===== config.mk =====
export PLATFORM = sky130hd
export DESIGN_NAME = timer_and_mailbox_registers_core
export DESIGN_NICKNAME = d
export VERILOG_FILES = /design/src/hw/rtl/tmbx_pkg.sv /design/src/hw/rtl/tmbx_timer.sv /design/src/hw/rtl/timer_and_mailbox_registers_core.sv
export SDC_FILE = /design/constraint.sdc
export NUM_CORES = 1
export LEC_CHECK = 0
export ABC_AREA = 1
export BUFFER_PORTS_ARGS = -buffer_cell sky130_fd_sc_hd__buf_2
export CORE_ASPECT_RATIO = 1.5
export CORE_UTILIZATION = 45
export CTS_BUF_LIST = sky130_fd_sc_hd__clkbuf_2 sky130_fd_sc_hd__clkbuf_4 sky130_fd_sc_hd__clkbuf_8
export DETAILED_ROUTE_END_ITERATION = 12
export RECOVER_POWER = 50
export SLEW_MARGIN = 0
export SYNTH_ARGS = -nofsm -noshare
export SYNTH_HDL_FRONTEND = slang
export SYNTH_SLANG_ARGS = --single-unit

===== constraint.sdc =====
create_clock -name clk -period 3.6 [get_ports clk]
set_clock_uncertainty 0.2 [all_clocks]
set_input_delay 0.72 -clock clk [delete_from_list [all_inputs] [get_ports clk]]
set_output_delay 0.72 -clock clk [all_outputs]
set_load 0.005 [all_outputs]

===== src/hw/rtl/tmbx_pkg.sv =====
// Shared types and constants for the timer and mailbox register block.
package tmbx_pkg;

  localparam int unsigned KIND_W  = 3;
  localparam int unsigned ADDR_W  = 4;
  localparam int unsigned DATA_W  = 8;
  localparam int unsigned TICK_W  = 4;
  localparam int unsigned COUNT_W = 4;
  localparam int unsigned NUM_TIMERS = 3;
  localparam int unsigned NUM_PORTS  = 4;
  localparam int unsigned NUM_SCRATCH = 2;

  typedef enum logic [KIND_W-1:0] {
    KIND_TICK       = 3'd0,
    KIND_CORE_READ  = 3'd1,
    KIND_CORE_WRITE = 3'd2,
    KIND_HOST_READ  = 3'd3,
    KIND_HOST_WRITE = 3'd4
  } kind_t;

  // Register offsets from 0xF0
  localparam logic [ADDR_W-1:0] REG_CONTROL   = 4'h1;
  localparam logic [ADDR_W-1:0] REG_DSP_LATCH = 4'h2;
  localparam logic [ADDR_W-1:0] REG_PORT0     = 4'h4;
  localparam logic [ADDR_W-1:0] REG_PORT3     = 4'h7;
  localparam logic [ADDR_W-1:0] REG_SCRATCH0  = 4'h8;
  localparam logic [ADDR_W-1:0] REG_SCRATCH1  = 4'h9;
  localparam logic [ADDR_W-1:0] REG_TARGET0   = 4'hA;
  localparam logic [ADDR_W-1:0] REG_TARGET2   = 4'hC;
  localparam logic [ADDR_W-1:0] REG_COUNT0    = 4'hD;
  localparam logic [ADDR_W-1:0] REG_COUNT2    = 4'hF;

  // Control register bits
  localparam int unsigned CTRL_BOOT_ROM = 7;
  localparam int unsigned CTRL_CLR_HI   = 5;
  localparam int unsigned CTRL_CLR_LO   = 4;

  typedef struct packed {
    logic              tick;
    logic [TICK_W-1:0] tick_count;
    logic              ctrl_write;
    logic              enable;
    logic              target_write;
    logic [DATA_W-1:0] target;
    logic              count_clear;
  } tmr_ctl_t;

endpackage


===== src/hw/rtl/tmbx_timer.sv =====
// One prescaled interval timer channel: prescaler, stage counter, output count.
module tmbx_timer #(
  parameter int unsigned PERIOD = 128
) (
  input  logic                       clk,
  input  logic                       rst,
  input  tmbx_pkg::tmr_ctl_t         ctl,
  output logic [tmbx_pkg::COUNT_W-1:0] count
);
  import tmbx_pkg::*;

  logic              enable;
  logic [DATA_W-1:0] target;
  logic [DATA_W-1:0] prescale;
  logic [DATA_W-1:0] stage;
  logic [COUNT_W-1:0] out_count;

  logic [DATA_W:0]   psum;
  logic              wrap;
  logic [DATA_W-1:0] prescale_next;
  logic [DATA_W-1:0] stage_inc;
  logic              match;

  always_comb begin
    psum          = {1'b0, prescale} + {{(DATA_W + 1 - TICK_W){1'b0}}, ctl.tick_count};
    wrap          = psum >= (DATA_W + 1)'(PERIOD);
    prescale_next = wrap ? DATA_W'(psum - (DATA_W + 1)'(PERIOD)) : psum[DATA_W-1:0];
    stage_inc     = stage + DATA_W'(1);
    match         = stage_inc == target;
  end

  always_ff @(posedge clk) begin
    if (rst) begin
      enable    <= 1'b0;
      target    <= '0;
      prescale  <= '0;
      stage     <= '0;
      out_count <= '0;
    end else if (ctl.tick) begin
      prescale <= prescale_next;
      if (wrap && enable) begin
        if (match) begin
          stage     <= '0;
          out_count <= out_count + COUNT_W'(1);
        end else begin
          stage <= stage_inc;
        end
      end
    end else if (ctl.ctrl_write) begin
      if (!enable && ctl.enable) begin
        stage     <= '0;
        out_count <= '0;
      end
      enable <= ctl.enable;
    end else if (ctl.target_write) begin
      target <= ctl.target;
    end else if (ctl.count_clear) begin
      out_count <= '0;
    end
  end

  assign count = out_count;

endmodule


===== src/hw/rtl/timer_and_mailbox_registers_core.sv =====
// Top level: request register, register decode, mailboxes and result register.
//
// Sound coprocessor I/O registers: three interval timers, control, DSP address
// latch, scratch bytes and four mailbox bytes each way. One request per clock
// is accepted when not stalled, and one result comes back per request, after
// the request register and then the result register. Throughput is one
// request per cycle, set by the single decode and update stage between the
// two registers; m_tready low stalls the result register and, through it,
// the request register. tuser carries the request kind.
module timer_and_mailbox_registers_core #(
  parameter int unsigned SLOW_PRESCALE = 128,
  parameter int unsigned FAST_PRESCALE = 16
) (
  input  logic        clk,
  input  logic        rst,
  input  logic        s_tvalid,
  output logic        s_tready,
  input  logic [15:0] s_tdata,   // address[3:0], write_data[11:4], tick_count[15:12]
  input  logic [2:0]  s_tuser,   // kind[2:0]
  output logic        m_tvalid,
  input  logic        m_tready,
  output logic [15:0] m_tdata    // read_data[7:0], boot_rom_enabled[8], zero[15:9]
);
  import tmbx_pkg::*;

  // Request register
  logic               req_valid;
  logic [KIND_W-1:0]  req_kind;
  logic [ADDR_W-1:0]  req_addr;
  logic [DATA_W-1:0]  req_data;
  logic [TICK_W-1:0]  req_ticks;

  // Result register
  logic               res_valid;
  logic [DATA_W-1:0]  res_data;
  logic               res_boot;

  // Block state
  logic [DATA_W-1:0]  dsp_latch;
  logic [DATA_W-1:0]  scratch   [NUM_SCRATCH];
  logic [DATA_W-1:0]  host_to_core [NUM_PORTS];
  logic [DATA_W-1:0]  core_to_host [NUM_PORTS];
  logic               boot_rom;

  logic               advance;
  logic [DATA_W-1:0]  read_next;
  logic               boot_next;
  logic [1:0]         port_sel;
  logic [1:0]         tmr_sel;
  logic [1:0]         cnt_sel;
  tmr_ctl_t           tmr_ctl   [NUM_TIMERS];
  logic [COUNT_W-1:0] tmr_count [NUM_TIMERS];

  assign advance  = req_valid && (!res_valid || m_tready);
  assign s_tready = !req_valid || advance;

  always_ff @(posedge clk) begin
    if (rst) begin
      req_valid <= 1'b0;
    end else if (s_tready) begin
      req_valid <= s_tvalid;
    end
  end

  always_ff @(posedge clk) begin
    if (s_tready && s_tvalid) begin
      req_kind  <= s_tuser;
      req_addr  <= s_tdata[3:0];
      req_data  <= s_tdata[11:4];
      req_ticks <= s_tdata[15:12];
    end
  end

  assign port_sel = req_addr[1:0];
  assign tmr_sel  = 2'(req_addr - REG_TARGET0);
  assign cnt_sel  = 2'(req_addr - REG_COUNT0);

  always_comb begin
    read_next = '0;
    boot_next = boot_rom;
    for (int t = 0; t < NUM_TIMERS; t++) begin
      tmr_ctl[t] = '0;
      tmr_ctl[t].tick_count = req_ticks;
      tmr_ctl[t].enable     = req_data[t];
      tmr_ctl[t].target     = req_data;
    end
    case (kind_t'(req_kind))
      KIND_TICK: begin
        for (int t = 0; t < NUM_TIMERS; t++) begin
          tmr_ctl[t].tick = advance;
        end
      end
      KIND_CORE_READ: begin
        case (req_addr) inside
          REG_DSP_LATCH:          read_next = dsp_latch;
          [REG_PORT0:REG_PORT3]:  read_next = host_to_core[port_sel];
          REG_SCRATCH0:           read_next = scratch[0];
          REG_SCRATCH1:           read_next = scratch[1];
          [REG_COUNT0:REG_COUNT2]: begin
            read_next = {{(DATA_W - COUNT_W){1'b0}}, tmr_count[cnt_sel]};
            tmr_ctl[cnt_sel].count_clear = advance;
          end
          default:                read_next = '0;
        endcase
      end
      KIND_CORE_WRITE: begin
        case (req_addr) inside
          REG_CONTROL: begin
            boot_next = req_data[CTRL_BOOT_ROM];
            for (int t = 0; t < NUM_TIMERS; t++) begin
              tmr_ctl[t].ctrl_write = advance;
            end
          end
          [REG_TARGET0:REG_TARGET2]: tmr_ctl[tmr_sel].target_write = advance;
          default: ;
        endcase
      end
      KIND_HOST_READ: read_next = core_to_host[port_sel];
      default: ;
    endcase
  end

  always_ff @(posedge clk) begin
    if (rst) begin
      dsp_latch <= '0;
      boot_rom  <= 1'b1;
      for (int i = 0; i < NUM_SCRATCH; i++) begin
        scratch[i] <= '0;
      end
      for (int i = 0; i < NUM_PORTS; i++) begin
        host_to_core[i] <= '0;
        core_to_host[i] <= '0;
      end
    end else if (advance) begin
      boot_rom <= boot_next;
      case (kind_t'(req_kind))
        KIND_CORE_WRITE: begin
          case (req_addr) inside
            REG_CONTROL: begin
              if (req_data[CTRL_CLR_HI]) begin
                host_to_core[2] <= '0;
                host_to_core[3] <= '0;
              end
              if (req_data[CTRL_CLR_LO]) begin
                host_to_core[0] <= '0;
                host_to_core[1] <= '0;
              end
            end
            REG_DSP_LATCH:         dsp_latch <= req_data;
            [REG_PORT0:REG_PORT3]: core_to_host[port_sel] <= req_data;
            REG_SCRATCH0:          scratch[0] <= req_data;
            REG_SCRATCH1:          scratch[1] <= req_data;
            default: ;
          endcase
        end
        KIND_HOST_WRITE: host_to_core[port_sel] <= req_data;
        default: ;
      endcase
    end
  end

  always_ff @(posedge clk) begin
    if (rst) begin
      res_valid <= 1'b0;
    end else if (advance) begin
      res_valid <= 1'b1;
    end else if (m_tready) begin
      res_valid <= 1'b0;
    end
  end

  always_ff @(posedge clk) begin
    if (advance) begin
      res_data <= read_next;
      res_boot <= boot_next;
    end
  end

  tmbx_timer #(.PERIOD(SLOW_PRESCALE)) u_timer0 (
    .clk   (clk),
    .rst   (rst),
    .ctl   (tmr_ctl[0]),
    .count (tmr_count[0])
  );

  tmbx_timer #(.PERIOD(SLOW_PRESCALE)) u_timer1 (
    .clk   (clk),
    .rst   (rst),
    .ctl   (tmr_ctl[1]),
    .count (tmr_count[1])
  );

  tmbx_timer #(.PERIOD(FAST_PRESCALE)) u_timer2 (
    .clk   (clk),
    .rst   (rst),
    .ctl   (tmr_ctl[2]),
    .count (tmr_count[2])
  );

  assign m_tvalid = res_valid;
  assign m_tdata  = {7'b0, res_boot, res_data};

endmodule


==> impl_metrics.toml, run 1 <==
[worst_setup_path]
r2r_setup_slack_ns = 0.41
end_kind = "register"
cpLargestDelayFamily = "buffers and inverters"
crit_type = "reg2reg"
worstPathCellList = "inv_4 > nand2_1 > nor3_4 > clkbuf_1 > inv_1 > nor2_1 > nand3_1 > a21oi_1"
cp_slowest_stage_delay_ns = 0.59
critPathLaunchType = "register"
cpMaxStageDelayCell = "edfxtp_1"
cp.buffers_inverters = 3
crit_fanout = 21
worst_ep_required_time_ns = 3.82
crit_arrival_ns = 3.41

[logic_synthesis]
synth_top_family_by_area = "simple AND/OR/NAND/NOR gates"
synth-xor-area-share = 0.0243
synth_adder_area_share = 0.0371
synth.area.mux_share = 0
yosys_most_used_dff = "edfxtp_1"
yosysSeqAreaShare = 0.505
syn_area_sq_mm = 0.0104
synth_commonest_cells = "224 x nand2_1, 189 x nor2_1, 114 x o21ai_0"
synth_top_cell_by_area = "edfxtp_1"
netlist_top_cells_area = "edfxtp_1 31%, dfxtp_1 19%, nand2_1 8.1%"
ys_warn_count = 0
yosys.area_share.simple = 0.229
synth_cells = 1258
yosysMostFrequentCell = "nand2_1"
synth_compound_area_frac = 0.134
synthArstFlopShare = 0
synth_seq_cells = 208
yosysTopAreaCellShare = 0.312
synth_edf_count = 108
synth_cell_types = 48
avgSynthCellArea_sq_um = 8.26

[route]
wl_met1_mm = 10.3
wl_met3_microns = 959
drc = 0
dr.pass1.iters = 7
drt-total-wl_mm = 26.5
highest_layer = "met4"
ant_nets = 0
routedWlPerCell_microns = 16.4
routed_via_density = 5.32
drtIter0Drc = 568
vias = 8567
wl_met2_mm = 14.0

[cts]
cts_tree = "yes"
cts-resized-gates = 0
cts_max_level = 2
clock-sinks = 208
insertion_delay_ns = 0.52
holdBufCountCts = 0
cts_buffers = 34
clk_path_buf_depth = 3
path_clk_slew_ns = 0.06
cts_root_buf = "clkbuf_8"
post_cts_buffers = 0

[finish]
fill_cells = 2156
final_area_sq_mm = 0.0116
n_antenna_cell = 0
drive_above_1_share = 0.0952
seqCellArea_sq_mm = 0.00525
nets = 1362
multi_input_comb_area_sq_mm = 0.00443
area_growth_pct = 11.7

[timing]
tightest_slew_ns = 1.15
final.period_utilization = 0.885
slew_headroom = 0.232
rsz0062_at_grt = "no"
finalSetupViolCount = 0
fmaxAchievable_ghz = 0.314
fin_crit_ns = 3.19
setup_tns_ns = 0
slew_violations = 0
hold_viol_final = 0

[pwr]
sw_frac_of_total = 0.230
peakVddDrop_v = 0.000320
power.internal_mw = 4.07
total_leakage_power_nw = 4.75
power_mw = 5.28
cellPowerDensity_mw_per_mm2 = 455
p_sw_mw = 1.22
clkPwrFrac = 0.443
p_seq_frac = 0.492
comb_power_share = 0.065

[global_route]
grt_util_all_layers = 0.227
grt_pass1_wl_mm = 42.1
antenna_found_initial = 0
grt_max_degree = 40
overflow = 0
grt_pass1_vias = 8298

[place]
gp_congestion = 0.859
dp_hpwl_mm = 19.3
portBuffers = 33
placed_cell_area_sq_mm = 0.0109

[floorplan]
die_h_microns = 188
die_width_microns = 126
top_level_ports = 41
core_area_sq_mm = 0.0225
start_util = 0.463
num_rows = 67
dieArea_sq_mm = 0.0237

[status]
outcome = "complete, no violations"

[flow_run]
maxCapViolCount = 0

[min_path]
holdCritPathClass = "in2reg"
## path summary, 6_finish.rpt
kind / from / end / cells past startpoint
worst max register to register: req_kind[1]$_DFFE_PP_ / u_timer0.count[3]$_SDFFE_PP0P_ / 8
worst min-delay path: s_tdata[10] / req_data[6]$_DFFE_PP_ / 1
worst min register to register: u_timer0.target[2]$_SDFFE_PP0P_ / u_timer0.target[2]$_SDFFE_PP0P_ / 2
worst max-delay path: req_kind[1]$_DFFE_PP_ / u_timer0.count[3]$_SDFFE_PP0P_ / 8
## flip-flops by register name, summed over array words and instances, names as in the netlist, 3 cells and up, named ones only
name               cells
u_timer1.count         4
u_timer0.prescale      8
u_timer0.stage         8
u_timer1.stage         8
u_timer0.target        8
u_timer2.stage         8
u_timer2.count         4
req_kind               3
u_timer2.prescale      8
res_data               8
u_timer1.target        8
u_timer1.prescale      8
req_data               8
req_addr               4
u_timer2.target        8
core_to_host          32
req_ticks              4
dsp_latch              8
u_timer0.count         4
host_to_core          32
scratch               16
## routing by layer
layer | GRT usage | vias up
met3 | 0.0328 | 65
met2 | 0.428 | 179
li1 | - | 4339
met5 | 0 | -
met4 | 0.114 | 0
met1 | 0.244 | 3984
## area by class of cell
cell class                 count  share of cell area
clock buffer                  53              0.0585
clock inverter                 7             0.00926
inverter                     134              0.0437
multi-input combinational    874               0.381
sequential                   208               0.452
tap                          276              0.0297
timing repair buffer          58              0.0263
## cells in the final DEF, fill, tap and decap left out, drive strengths merged, types with 18 or more instances in the layout
| master | instances |
|---|---|
| nand3 | 83 |
| o21ai | 120 |
| nand4 | 26 |
| ha | 26 |
| buf | 41 |
| nor2 | 193 |
| inv | 124 |
| dfxtp | 100 |
| a21oi | 96 |
| xor2 | 18 |
| nand2 | 230 |
| edfxtp | 108 |
| clkbuf | 70 |
## worst register-to-register path: cells and delay by family, from the launching register on
family	cells	cell delay (ns)
AO/OA/AOI/OAI	1	0.16
flip-flops	1	0.59
buffers and inverters	3	1.26
AND/OR/NAND/NOR	4	0.89
## through the flow
| step | instances | utilization | hold WS [ns] | setup WS (ns) |
|---|---|---|---|---|
| 6_report | 1610 | 0.517 | 0.173 | 0.414 |
| 5_1_grt | 1610 | 0.517 | 0.151 | 0.117 |
| 4_1_cts | 1610 | 0.520 | 0.148 | 0.431 |
| 3_5_place_dp | 1550 | 0.485 | 0.252 | 0.459 |
| 3_3_place_gp | 1550 | 0.485 | 0.243 | 0.552 |
| 2_1_floorplan | 1264 | - | 0.232 | 0.583 |
## logic make-up (layout without fill, tap and decap cells)
group,after synthesis,in the layout
DFF,208,208
adders and majority gates,29,29
xor gates and xnor gates,28,28
buffers and inverters,182,252
other,1,7
and+or+nand+nor,557,557
AOI/OAI and AO/OA,253,253
## power groups by stage
stage / Combinational [mW] / Sequential, mW / Clock, mW
floorplan: 0.233 / 2.63 / 0
global placement: 0.349 / 2.65 / 0
detailed placement: 0.352 / 2.65 / 0
CTS: 0.352 / 2.60 / 2.40
global route: 0.382 / 2.60 / 2.49
finish: 0.345 / 2.60 / 2.34
No activity file was read; power rests on OpenSTA's default activity.
==> inputs of run 2 (changes only) <==
--- a/config.mk
+++ b/config.mk
@@ -11,6 +11,7 @@
 export CORE_UTILIZATION = 45
 export CTS_BUF_LIST = sky130_fd_sc_hd__clkbuf_2 sky130_fd_sc_hd__clkbuf_4 sky130_fd_sc_hd__clkbuf_8
 export DETAILED_ROUTE_END_ITERATION = 12
+export PLACE_DENSITY = 0.7
 export RECOVER_POWER = 50
 export SLEW_MARGIN = 0
 export SYNTH_ARGS = -nofsm -noshare
==> impl_metrics.toml, run 2 (same netlist as run 1, synthesis figures left out) <==
[status]
outcome = "complete, but fails checks"
violations = "max-capacitance violations, max-slew violations"

[cts]
clk_path_buf_depth = 3
cts_tree = "yes"
cts_root_buf = "clkbuf_8"
cts-resized-gates = 0
clock-sinks = 208
path_clk_slew_ns = 0.07
post_cts_buffers = 0
cts_buffers = 34
insertion_delay_ns = 0.57
cts_max_level = 2
holdBufCountCts = 0

[timing]
fmaxAchievable_ghz = 0.299
slew_violations = 34
final.period_utilization = 0.931
rsz0062_at_grt = "no"
tightest_slew_ns = 1.81
fin_crit_ns = 3.35
finalSetupViolCount = 0
slew_headroom = -0.209
hold_viol_final = 0
setup_tns_ns = 0

[worst_setup_path]
crit_type = "in2reg"
worstPathCellList = "buf_2 > clkbuf_1 > inv_2 > o21ai_0 > clkbuf_1"
worst_ep_required_time_ns = 3.59
crit_fanout = 33
critPathLaunchType = "primary input"
cpLargestDelayFamily = "buffers and inverters"
crit_top_cell = "clkbuf_1"
end_kind = "register"
crit_arrival_ns = 3.34
cp.buffers_inverters = 4
cp_slowest_stage_delay_ns = 1.31
cpMaxStageDelayCell = "clkbuf_1"

[route]
dr.pass1.iters = 4
vias = 8658
drt-total-wl_mm = 25.8
routed_via_density = 5.38
routedWlPerCell_microns = 16.0
drtIter0Drc = 602
ant_nets = 0
drc = 0

[finish]
nets = 1360
n_antenna_cell = 0
area_growth_pct = 11.6
drive_above_1_share = 0.0982
utilization = 0.516
largestRegisters = "core_to_host: 32 flops, host_to_core: 32 flops, scratch: 16 flops"
final_cell_mix = "225 x nand2_1, 189 x nor2_1, 116 x inv_1"
final_area_sq_mm = 0.0116
final_common_cell = "nand2_1"
layoutNonFillerInstCount = 1610

[floorplan]
start_util = 0.463
top_level_ports = 41
core_area_sq_mm = 0.0225
num_rows = 67
dieArea_sq_mm = 0.0237
die_width_microns = 126
die_h_microns = 188

[place]
placed_cells = 1548
dp_hpwl_mm = 18.4
portBuffers = 33
gp_congestion = 0.888
placed_cell_area_sq_mm = 0.0109

[global_route]
grt_pass1_wl_mm = 42.0
grt_pass1_vias = 8672
grt_max_degree = 42
top_usage_layer = "met2"
overflow = 0
grt_util_all_layers = 0.225
grt_use_met1 = 0.240
antenna_found_initial = 0
met3_usage = 0.0305
grt.met2_usage = 0.417

[flow_run]
maxCapViolCount = 1

[min_path]
holdCritPathClass = "in2reg"

[pwr]
total_leakage_power_nw = 4.74
peakVddDrop_v = 0.000272
cellPowerDensity_mw_per_mm2 = 452
==> run 2: through the flow <==
stage	total power [mW]	hold WS [ns]	worst slack, ns
2_1_floorplan	2.86	0.232	0.583
3_3_place_gp	2.99	0.246	0.530
3_5_place_dp	3.00	0.255	0.423
4_1_cts	5.29	0.112	0.395
5_1_grt	5.43	0.118	0.0677
6_report	5.24	0.130	0.250
==> run 2: final cells by class <==
cell class / instances / area, sq um
fill: 2159 / 10900
sequential: 208 / 5250
multi-input combinational: 874 / 4430
clock buffer: 44 / 574
inverter: 134 / 508
tap: 276 / 345
timing repair buffer: 56 / 309
clock inverter: 18 / 188
==> run 2: power breakdown <==
| group | internal, mW | switching (mW) | total, mW |
|---|---|---|---|
| clock network | 1.29 | 1.01 | 2.30 |
| logic | 0.0994 | 0.246 | 0.345 |
| registers | 2.55 | 0.0450 | 2.60 |
==> run 2: final timing paths <==
kind	from	endpoint	slack [ns]	cells past startpoint
worst max register to register	req_ticks[1]$_DFFE_PP_	u_timer2.stage[7]$_SDFFE_PP0P_	0.41	20
worst min-delay path	s_tdata[4]	req_data[0]$_DFFE_PP_	0.13	1
worst max-delay path	rst	core_to_host[2][4]$_SDFFCE_PN0P_	0.25	5
worst min register to register	u_timer0.target[2]$_SDFFE_PP0P_	u_timer0.target[2]$_SDFFE_PP0P_	0.27	2
==> run 2: routing by layer <==
| layer | vias to the layer above | part of all wire |
|---|---|---|
| li1 | 4323 | - |
| met1 | 4054 | 0.39 |
| met2 | 202 | 0.52 |
| met3 | 79 | 0.036 |
| met4 | 0 | 0.051 |
| met5 | - | 0 |
==> inputs of run 3 (changes only) <==
--- a/config.mk
+++ b/config.mk
@@ -10,8 +10,9 @@
 export CORE_ASPECT_RATIO = 1.5
 export CORE_UTILIZATION = 45
 export CTS_BUF_LIST = sky130_fd_sc_hd__clkbuf_2 sky130_fd_sc_hd__clkbuf_4 sky130_fd_sc_hd__clkbuf_8
+export CTS_CLUSTER_DIAMETER = 150
 export DETAILED_ROUTE_END_ITERATION = 12
-export PLACE_DENSITY = 0.7
+export PLACE_DENSITY = 0.72
 export RECOVER_POWER = 50
 export SLEW_MARGIN = 0
 export SYNTH_ARGS = -nofsm -noshare
==> impl_metrics.toml, run 3 (same netlist as run 1, synthesis figures left out) <==
[status]
outcome = "complete, no violations"

[global_route]
overflow = 0
grt_pass1_vias = 8210
grt_pass1_wl_mm = 40.2
grt_util_all_layers = 0.213
antenna_found_initial = 0
grt_max_degree = 53

[finish]
layoutNonFillerInstCount = 1603
area_growth_pct = 10.5
largestRegisters = "core_to_host: 32 flops, host_to_core: 32 flops, scratch: 16 flops"
n_antenna_cell = 0
drive_above_1_share = 0.0927
nets = 1354
final_cell_mix = "226 x nand2_1, 189 x nor2_1, 116 x inv_1"
final_common_cell = "nand2_1"

[pwr]
sw_frac_of_total = 0.243
clkPwrFrac = 0.405
comb_power_share = 0.070
cellPowerDensity_mw_per_mm2 = 431
peakVddDrop_v = 0.000410
total_leakage_power_nw = 4.69
p_seq_frac = 0.525
power.internal_mw = 3.75
p_sw_mw = 1.20

[floorplan]
top_level_ports = 41
dieArea_sq_mm = 0.0237
start_util = 0.463
die_h_microns = 188
die_width_microns = 126
core_area_sq_mm = 0.0225
num_rows = 67

[route]
vias = 8621
drt-total-wl_mm = 24.9
routedWlPerCell_microns = 15.5
drtIter0Drc = 666
ant_nets = 0
routed_via_density = 5.38
drc = 0
dr.pass1.iters = 5

[cts]
cts_root_buf = "clkbuf_8"
holdBufCountCts = 0
clk_path_buf_depth = 3
post_cts_buffers = 0
insertion_delay_ns = 0.57
cts_buffers = 31
clock-sinks = 208
cts_max_level = 1
path_clk_slew_ns = 0.06
cts_tree = "yes"
cts-resized-gates = 0

[worst_setup_path]
critPathLaunchType = "register"
crit_fanout = 9
end_kind = "register"
crit_arrival_ns = 3.34
r2r_setup_slack_ns = 0.31
r2r_cells = 8
worst_ep_required_time_ns = 3.65
r2r-end = "host_to_core[3][6]$_SDFFCE_PN0P_"
timing.rr.start = "req_kind[1]$_DFFE_PP_"
crit_type = "reg2reg"

[timing]
final.period_utilization = 0.913
slew_headroom = 0.342
rsz0062_at_grt = "no"
finalSetupViolCount = 0
hold_viol_final = 0
fin_crit_ns = 3.29
slew_violations = 0
tightest_slew_ns = 0.985
setup_tns_ns = 0
fmaxAchievable_ghz = 0.304

[place]
dp_hpwl_mm = 18.1
placed_cells = 1545
gp_congestion = 0.901
portBuffers = 33

[min_path]
holdCritPathClass = "in2reg"
hold_path_end = "req_ticks[2]$_DFFE_PP_"
worstHoldStart = "s_tdata[14]"
min_path_cells = 1

[flow_run]
maxCapViolCount = 0
==> run 3: cell count changes in the layout (fill, tap and decap cells not counted), sizes merged <==
cell | before | now
inv | 126 | 123
buf | 40 | 44
bufinv | 3 | 2
clkbuf | 60 | 51
clkinv | 21 | 23
==> run 3: worst max-delay path, cell delays in order, from the launching register on <==
cell        delay [ns]
edfxtp_1          0.56
clkinvlp_2        0.34
nand2_1           0.18
nor4_1            0.52
inv_1             0.29
nor2_1            0.20
clkinv_1          0.10
nand2_1           0.26
nand2_1           0.31
==> run 3: routing by layer <==
metal / part of all wire / up-vias / track usage
met2: 0.52 / 235 / 0.393
met3: 0.047 / 74 / 0.0248
li1: - / 4323 / -
met4: 0.049 / 0 / 0.111
met1: 0.38 / 3989 / 0.239
met5: 0 / - / 0
==> run 3: worst max-delay path by stage <==
stage / depth (start not counted) / from / end / slack (ns)
after floorplan: 8 / req_addr[0]$_DFFE_PP_ / scratch[0][0]$_DFFE_PP_ / 0.58
after global placement: 21 / req_ticks[0]$_DFFE_PP_ / u_timer2.stage[3]$_SDFFE_PP0P_ / 0.58
after detailed placement: 21 / req_ticks[0]$_DFFE_PP_ / u_timer2.stage[5]$_SDFFE_PP0P_ / 0.48
after CTS: 21 / req_ticks[0]$_DFFE_PP_ / u_timer2.stage[5]$_SDFFE_PP0P_ / 0.47
after global routing: 13 / req_kind[1]$_DFFE_PP_ / u_timer1.count[2]$_SDFFE_PP0P_ / 0.1
final: 8 / req_kind[1]$_DFFE_PP_ / host_to_core[3][6]$_SDFFCE_PN0P_ / 0.31
==> run 3: cell type report <==
type                    instances  area, sq um
fillers                      2092        11000
flip-flops and latches        208         5250
multi-input cells             874         4430
clock buffers                  42          522
inverters                     134          507
well taps                     276          345
repair buffers                 53          307
clock inverters                16          131
==> run 3: power by group through the flow <==
stage          logic (mW)  registers (mW)  clock network (mW)
6_report            0.346            2.60                2.01
5_1_grt             0.382            2.60                2.14
4_1_cts             0.349            2.60                2.05
3_5_place_dp        0.348            2.65                   0
3_3_place_gp        0.343            2.64                   0
2_1_floorplan       0.233            2.63                   0
==> run 3: per-stage QoR <==
| stage | setup WS, ns | hold WS [ns] | utilization | area [sq um] | total power, mW |
|---|---|---|---|---|---|
| after detailed placement | 0.476 | 0.255 | 0.484 | 10900 | 2.99 |
| after floorplan | 0.583 | 0.232 | - | 10400 | 2.86 |
| final | 0.312 | 0.121 | 0.511 | 11500 | 4.95 |
| after global routing | 0.0970 | 0.0946 | 0.511 | 11500 | 5.12 |
| after CTS | 0.467 | 0.0838 | 0.513 | 11500 | 5.00 |
| after global placement | 0.583 | 0.248 | 0.484 | 10900 | 2.99 |
